==> src/rtl/core/sctd_pkg.sv <==
`timescale 1ns / 1ps
// ----------------------------------------------------------------------------
// sctd_pkg
// Constants and types for the seconds-to-calendar conversion pipeline.
// ----------------------------------------------------------------------------
package sctd_pkg;

  // seconds / 86400 = (seconds >> 7) / 675
  localparam int unsigned DaySplitShift = 7;
  localparam int unsigned DayOdd        = 675;
  // floor(2^32 / 675); estimate is low by at most one, fixed by a compare
  localparam int unsigned DayRecip      = 6362914;
  localparam int unsigned DayRecipShift = 32;

  // v / 60 = (v * ceil(2^23 / 60)) >> 23, exact for v < 86400
  localparam int unsigned MinRecip      = 139811;
  localparam int unsigned MinRecipShift = 23;
  localparam int unsigned SecPerMin     = 60;

  // century term: jc - 6680 = (4*days + 37747) / 1461
  localparam int unsigned CentBias      = 37747;
  // ceil(2^28 / 1461), exact for numerators below 194000
  localparam int unsigned CentRecip     = 183735;
  localparam int unsigned CentShift     = 28;

  // jb - jd = days + 9559 - 365*q - q/4
  localparam int unsigned DayOfYrBias   = 9559;
  localparam int unsigned DaysPerYear   = 365;
  localparam int unsigned YearBase      = 1965;

  // floor(30.6001 * e) for e = 0..16
  localparam logic [8:0] MonOff [17] = '{
    9'd0,   9'd30,  9'd61,  9'd91,  9'd122, 9'd153, 9'd183, 9'd214, 9'd244,
    9'd275, 9'd306, 9'd336, 9'd367, 9'd397, 9'd428, 9'd459, 9'd489
  };

  // per-stage load enables for the date path
  typedef struct packed {
    logic s4;
    logic s5;
    logic s6;
    logic s7;
  } date_ld_t;

endpackage

==> src/rtl/core/seconds_to_calendar_datetime_core.sv <==
`timescale 1ns / 1ps
// ----------------------------------------------------------------------------
// seconds_to_calendar_datetime_core
// Seconds since 1989-12-31 00:00:00 to Gregorian date and time of day.
// ----------------------------------------------------------------------------
// Fully pipelined converter: one timestamp is accepted per clock while ready_o
// is high, and results leave in input order through seven register stages
// (day split by reciprocal multiply, remainder correction, then the
// minute/hour and century/month reciprocal steps). Each stage holds its own
// valid bit and loads whenever it is empty or the stage after it moves, so a
// stalled output only blocks the input once every stage is occupied, and
// empty slots are squeezed out.
module seconds_to_calendar_datetime_core (
  input  logic        clk_i,
  input  logic        rst_ni,
  input  logic        valid_i,
  output logic        ready_o,
  input  logic [30:0] elapsed_seconds_i,
  output logic        valid_o,
  input  logic        ready_i,
  output logic [11:0] year_o,
  output logic [3:0]  month_o,
  output logic [4:0]  day_of_month_o,
  output logic [4:0]  hour_o,
  output logic [5:0]  minute_o,
  output logic [5:0]  second_o
);
  import sctd_pkg::*;

  localparam int unsigned NumStages = 7;

  logic [NumStages-1:0] vld_q;
  logic [NumStages:0]   rdy;

  logic [23:0] x1_q;
  logic [46:0] day_prod_q;
  logic [6:0]  lo1_q;

  logic [14:0] q0;
  logic [23:0] r0_full;
  logic [14:0] q2_q;
  logic [10:0] r2_q;
  logic [6:0]  lo2_q;

  logic        r_over;
  logic [10:0] r_fix;
  logic [14:0] days3_q;
  logic [16:0] rem3_q;

  logic [33:0] min_prod_q;
  logic [16:0] rem4_q;

  logic [10:0] mt5;
  logic [16:0] sec_full;
  logic [10:0] mt5_q;
  logic [5:0]  sec5_q;

  logic [28:0] hr_prod_q;
  logic [10:0] mt6_q;
  logic [5:0]  sec6_q;

  logic [4:0]  hr7;
  logic [10:0] min_full;
  logic [4:0]  hour_q;
  logic [5:0]  minute_q;
  logic [5:0]  second_q;

  date_ld_t    date_ld;

  // per-stage ready chain
  assign rdy[NumStages] = ready_i;
  for (genvar k = 0; k < NumStages; k++) begin : g_rdy
    assign rdy[k] = !vld_q[k] || rdy[k+1];
  end

  assign ready_o = rdy[0];
  assign valid_o = vld_q[NumStages-1];

  always_ff @(posedge clk_i or negedge rst_ni) begin
    if (!rst_ni) begin
      vld_q <= '0;
    end else begin
      if (rdy[0]) vld_q[0] <= valid_i;
      for (int k = 1; k < NumStages; k++) begin
        if (rdy[k]) vld_q[k] <= vld_q[k-1];
      end
    end
  end

  // stage 1: day estimate by reciprocal multiply
  always_ff @(posedge clk_i) begin
    if (rdy[0]) begin
      x1_q       <= elapsed_seconds_i[30:DaySplitShift];
      lo1_q      <= elapsed_seconds_i[DaySplitShift-1:0];
      day_prod_q <= 47'(elapsed_seconds_i[30:DaySplitShift]) * 47'(DayRecip);
    end
  end

  // stage 2: remainder of the estimate, below 2*675
  assign q0      = day_prod_q[DayRecipShift +: 15];
  assign r0_full = x1_q - 24'(q0) * 24'(DayOdd);

  always_ff @(posedge clk_i) begin
    if (rdy[1]) begin
      q2_q  <= q0;
      r2_q  <= r0_full[10:0];
      lo2_q <= lo1_q;
    end
  end

  // stage 3: correct the estimate by one where needed
  assign r_over = (r2_q >= 11'(DayOdd));
  assign r_fix  = r_over ? (r2_q - 11'(DayOdd)) : r2_q;

  always_ff @(posedge clk_i) begin
    if (rdy[2]) begin
      days3_q <= q2_q + (r_over ? 15'd1 : 15'd0);
      rem3_q  <= {r_fix[9:0], lo2_q};
    end
  end

  // stage 4: total minutes multiply
  always_ff @(posedge clk_i) begin
    if (rdy[3]) begin
      min_prod_q <= 34'(rem3_q) * 34'(MinRecip);
      rem4_q     <= rem3_q;
    end
  end

  // stage 5: seconds
  assign mt5      = min_prod_q[MinRecipShift +: 11];
  assign sec_full = rem4_q - 17'(mt5) * 17'(SecPerMin);

  always_ff @(posedge clk_i) begin
    if (rdy[4]) begin
      mt5_q  <= mt5;
      sec5_q <= sec_full[5:0];
    end
  end

  // stage 6: hours multiply
  always_ff @(posedge clk_i) begin
    if (rdy[5]) begin
      hr_prod_q <= 29'(mt5_q) * 29'(MinRecip);
      mt6_q     <= mt5_q;
      sec6_q    <= sec5_q;
    end
  end

  // stage 7: hour and minute, output register
  assign hr7      = hr_prod_q[MinRecipShift +: 5];
  assign min_full = mt6_q - 11'(hr7) * 11'(SecPerMin);

  always_ff @(posedge clk_i) begin
    if (rdy[6]) begin
      hour_q   <= hr7;
      minute_q <= min_full[5:0];
      second_q <= sec6_q;
    end
  end

  assign date_ld.s4 = rdy[3];
  assign date_ld.s5 = rdy[4];
  assign date_ld.s6 = rdy[5];
  assign date_ld.s7 = rdy[6];

  sctd_date u_date (
    .clk_i          (clk_i),
    .ld_i           (date_ld),
    .days_i         (days3_q),
    .year_o         (year_o),
    .month_o        (month_o),
    .day_of_month_o (day_of_month_o)
  );

  assign hour_o   = hour_q;
  assign minute_o = minute_q;
  assign second_o = second_q;

endmodule

==> src/rtl/core/sctd_date.sv <==
`timescale 1ns / 1ps
// ----------------------------------------------------------------------------
// sctd_date
// Day count to Gregorian year, month and day, stages four through seven.
// ----------------------------------------------------------------------------
module sctd_date (
  input  logic              clk_i,
  input  sctd_pkg::date_ld_t ld_i,
  input  logic [14:0]       days_i,
  output logic [11:0]       year_o,
  output logic [3:0]        month_o,
  output logic [4:0]        day_of_month_o
);
  import sctd_pkg::*;

  logic [17:0] cen_num;
  logic [34:0] cen_prod_q;
  logic [14:0] days4_q;

  logic [6:0]  cen_q5;
  logic [15:0] doy_full;
  logic [6:0]  cen5_q;
  logic [8:0]  doy5_q;

  logic [4:0]  je_cnt;
  logic [6:0]  cen6_q;
  logic [8:0]  doy6_q;
  logic [4:0]  je6_q;

  logic [8:0]  dom_full;
  logic [4:0]  mon_raw;
  logic [3:0]  mon;
  logic [11:0] yr;
  logic [11:0] year_q;
  logic [3:0]  month_q;
  logic [4:0]  dom_q;

  // stage 4: century reciprocal multiply
  assign cen_num = {1'b0, days_i, 2'b00} + 18'(CentBias);

  always_ff @(posedge clk_i) begin
    if (ld_i.s4) begin
      cen_prod_q <= 35'(cen_num) * 35'(CentRecip);
      days4_q    <= days_i;
    end
  end

  // stage 5: century quotient and day of the March-based year
  assign cen_q5   = cen_prod_q[CentShift +: 7];
  assign doy_full = 16'(days4_q) + 16'(DayOfYrBias) - 16'(cen_q5) * 16'(DaysPerYear)
                    - 16'(cen_q5[6:2]);

  always_ff @(posedge clk_i) begin
    if (ld_i.s5) begin
      cen5_q <= cen_q5;
      doy5_q <= doy_full[8:0];
    end
  end

  // stage 6: month index = count of month boundaries passed
  always_comb begin
    je_cnt = '0;
    for (int e = 1; e < 17; e++) begin
      if (doy5_q > MonOff[e]) je_cnt = je_cnt + 5'd1;
    end
  end

  always_ff @(posedge clk_i) begin
    if (ld_i.s6) begin
      cen6_q <= cen5_q;
      doy6_q <= doy5_q;
      je6_q  <= je_cnt;
    end
  end

  // stage 7: final fields
  always_comb begin
    dom_full = doy6_q - MonOff[je6_q];
    mon_raw  = je6_q - 5'd1;
    mon      = (mon_raw > 5'd12) ? 4'(mon_raw - 5'd12) : mon_raw[3:0];
    yr       = 12'(YearBase) + 12'(cen6_q) - ((mon > 4'd2) ? 12'd1 : 12'd0);
  end

  always_ff @(posedge clk_i) begin
    if (ld_i.s7) begin
      year_q  <= yr;
      month_q <= mon;
      dom_q   <= dom_full[4:0];
    end
  end

  assign year_o         = year_q;
  assign month_o        = month_q;
  assign day_of_month_o = dom_q;

endmodule

==> config.mk <==
export PLATFORM = sky130hd
export DESIGN_NAME = seconds_to_calendar_datetime_core
export DESIGN_NICKNAME = d
export VERILOG_FILES = /design/src/rtl/core/sctd_pkg.sv /design/src/rtl/core/seconds_to_calendar_datetime_core.sv /design/src/rtl/core/sctd_date.sv
export SDC_FILE = /design/constraint.sdc
export NUM_CORES = 1
export LEC_CHECK = 0
export ABC_AREA = 1
export BUFFER_PORTS_ARGS = -buffer_cell sky130_fd_sc_hd__buf_2
export CELL_PAD_IN_SITES_DETAIL_PLACEMENT = 2
export CELL_PAD_IN_SITES_GLOBAL_PLACEMENT = 2
export CORE_MARGIN = 2
export CORE_UTILIZATION = 40
export DETAILED_ROUTE_END_ITERATION = 16
export PLACE_DENSITY_LB_ADDON = 0.05
export RECOVER_POWER = 25
export SYNTH_ARGS = -nofsm -noshare
export SYNTH_HDL_FRONTEND = slang
export SYNTH_SLANG_ARGS = --single-unit
export TNS_END_PERCENT = 30
==> constraint.sdc <==
create_clock -name clk_i -period 9.8 [get_ports clk_i]
set_input_delay 1.96 -clock clk_i [delete_from_list [all_inputs] [get_ports clk_i]]
set_output_delay 1.96 -clock clk_i [all_outputs]
set_load 0.02 [all_outputs]
==> impl_metrics.env <==
export IMPL_wirelength_um=81020
export IMPL_finClkSkew_ps=15.07
export IMPL_setup_violations_final=0
export IMPL_min_period_ps=8651
export IMPL_fmax_mhz=115.6
export IMPL_holdBufCountCts=0
export IMPL_grt_pass1_wl_um=134100
export IMPL_die_area_mm2=0.08052
export IMPL_drt_first_pass_iters=4
export IMPL_synth_cell_type_count=53
export IMPL_viasPerCell=4.904
export IMPL_grt_total_usage_pct=20.76
export IMPL_slowest_stage="edfxtp_1"
export IMPL_crit_path_end_kind="register"
export IMPL_drc=0
export IMPL_wl_per_cell_um=18.91
export IMPL_critical_path_required_ps=10140
export IMPL_run_status="finished, final reports clean"
export IMPL_ios=75
export IMPL_arrival_ps=8990
export IMPL_dieWidth_um=283.8
export IMPL_grt_overflow=0
export IMPL_relSlewSlack_pct=37.58
export IMPL_synth_area_leaders="ha_1, edfxtp_1, fa_1"
export IMPL_period_share_pct=88.28
export IMPL_cts_setup_buffers=0
export IMPL_synth_avg_cell_area_um2=10.06
export IMPL_antenna_left=0
export IMPL_yosysTopAreaCell="ha_1"
export IMPL_clockBufferDepth=3
export IMPL_htreeDepth=1
export IMPL_critPathKind="reg2reg"
export IMPL_rsz0062_at_grt="false"
export IMPL_syn_num_nets=4174
export IMPL_slew_violations=0
export IMPL_antennaDiodeCount=0
export IMPL_port_buffers=74
export IMPL_ys_async_sr_fraction_pct=2.881
export IMPL_clkTransAtPathRegs_ps=60
export IMPL_clock_sinks=243
export IMPL_gp_congestion=0.8287
export IMPL_synthFlopType="edfxtp_1"
export IMPL_initial_core_util_pct=40.41
export IMPL_synth_warnings=0
export IMPL_synth_edf_count=236
export IMPL_ys_ff_latch=243
export IMPL_antenna_found_initial=2
export IMPL_grt_start_max_net_pins=41
export IMPL_fill_cells=8212
export IMPL_holdWs_ps=419.8
export IMPL_yosysMostFrequentCell="inv_1"
export IMPL_ys_seq_area_share_pct=23.20
export IMPL_die_h_um=283.8
export IMPL_vias=21010
export IMPL_root_buffer="clkbuf_16"
export IMPL_cpMostUsedCell="nand2_1"
export IMPL_cts_resized=0
export IMPL_post_place_ws_ps=1135
export IMPL_drive_gt1_share_pct=5.701
export IMPL_setup_tns_ps=0
export IMPL_hpwlAfterDp_um=71000
export IMPL_max_stage_delay_ps=540
export IMPL_mappedNetlistArea_mm2=0.03131
export IMPL_drtIter0Drc=410
export IMPL_num_rows=102
export IMPL_layout_setup_ws_ps=1149
export IMPL_core_mm2=0.07747
export IMPL_hold_viol_final=0
export IMPL_grt_pass1_vias=25410
export IMPL_max_cap_violations=0
export IMPL_nets=4285
export IMPL_post_route_util_pct=43.82
export IMPL_numCtsBuffers=29
export IMPL_synthCells=3111
export IMPL_crit_path_start_kind="register"
export IMPL_crit_fanout=10
export IMPL_min_path_type="reg2reg"
export IMPL_cts_tree="done"
export IMPL_clk_latency_ps=590
export IMPL_netlist_top_cells_count="inv_1, ha_1, fa_1"
export IMPL_yosysTopAreaCellShare_pct=27.10
export IMPL_area_growth_pct=8.437
export IMPL_tightest_slew_ps=933.1
flip-flops by register name (all words and copies together) (netlist names), 6 cells and up:
signal	flops
rem3_q	17
day_prod_q	15
days3_q	15
q2_q	15
min_prod_q	12
u_date.year_o	12
mt5_q	11
r2_q	11
x1_q	11
u_date.days4_q	9
u_date.doy5_q	9
lo1_q	7
lo2_q	7
u_date.cen5_q	7
u_date.cen6_q	7
u_date.cen_prod_q	7
vld_q	7
hr_prod_q	6
minute_o	6
sec5_q	6
sec6_q	6
second_o	6
layout by cell type, fill, tap and decap left out, drive strengths merged, types with 6 or more instances in the layout:
master | synthesis | final
inv | 824 | 827
ha | 678 | 678
fa | 350 | 350
nand2 | 340 | 340
edfxtp | 236 | 236
nor2 | 132 | 132
a21oi | 112 | 112
xor2 | 92 | 92
nand3 | 88 | 88
buf | 3 | 75
o21ai | 67 | 67
xnor2 | 52 | 52
clkbuf | 2 | 43
nand4 | 17 | 17
clkinv | 2 | 16
nor3 | 13 | 13
a31oi | 12 | 12
a211oi | 9 | 9
o221ai | 8 | 8
nand3b | 8 | 8
dfrtp | 7 | 7
o211ai | 7 | 7
o31ai | 6 | 6
o21bai | 6 | 6
a21o | 6 | 6
cells by family after synthesis:
logic type / count (synthesis) / share of synthesized area (%)
adders and majority gates: 1028 / 49.48
buffers and inverters: 831 / 9.992
and+or+nand+nor: 607 / 8.489
AOI/OAI and AO/OA: 258 / 4.816
DFF: 243 / 23.20
xor gates and xnor gates: 144 / 4.029
per-layer routing:
layer / share of wire (%) / wire [um] / GRT usage (%) / up-vias
met3: 2.1 / 1713 / 1.736 / 98
met5: 0 / 0 / 0 / -
met4: 2.1 / 1732 / 4.339 / 0
li1: - / - / - / 10170
met2: 53 / 42790 / 40.12 / 190
met1: 43 / 34790 / 24.85 / 10560
critical path: cells and delay by family, from the launching register on:
family	cells	cell delay, ps
AO/OA/AOI/OAI	9	2120
adder cells (fa/ha/maj)	9	2420
buffers and inverters	6	430
flip-flops	1	540
AND/OR/NAND/NOR	26	2900
path summary, 6_finish.rpt:
path	start	end	slack, ps	cells after the start
setup / recovery	u_date.doy5_q[3]	u_date.je6_q[4]	1150	50
hold / removal	lo2_q[5]	rem3_q[5]	420	0
setup reg to reg	u_date.doy5_q[3]	u_date.je6_q[4]	1150	50
hold reg to reg	lo2_q[5]	rem3_q[5]	420	0
max in group asynchronous	rst_ni	vld_q[0]	8080	1
min in group asynchronous	rst_ni	vld_q[3]	1340	1
final cells by class:
class                      count  area [um2]  share of cell area (%)
tap                         1040        1301                   3.833
inverter                     826        3100                   9.133
multi-input combinational   2037       20920                   61.62
clock buffer                  33       740.7                   2.182
timing repair buffer          85       440.4                   1.297
sequential                   243        7262                   21.39
clock inverter                21       183.9                  0.5418
stage by stage:
stage / instance area, um2 / cells
detailed placement: 33040 / 4231
finish: 33950 / 4285
global placement: 33040 / 4231
floorplan: 31310 / 3111
global route: 33950 / 4285
CTS: 33960 / 4285
Power is left out: the tool's default activity adds up to more than one toggle a clock period on the data nets, which glitch-free logic cannot reach.
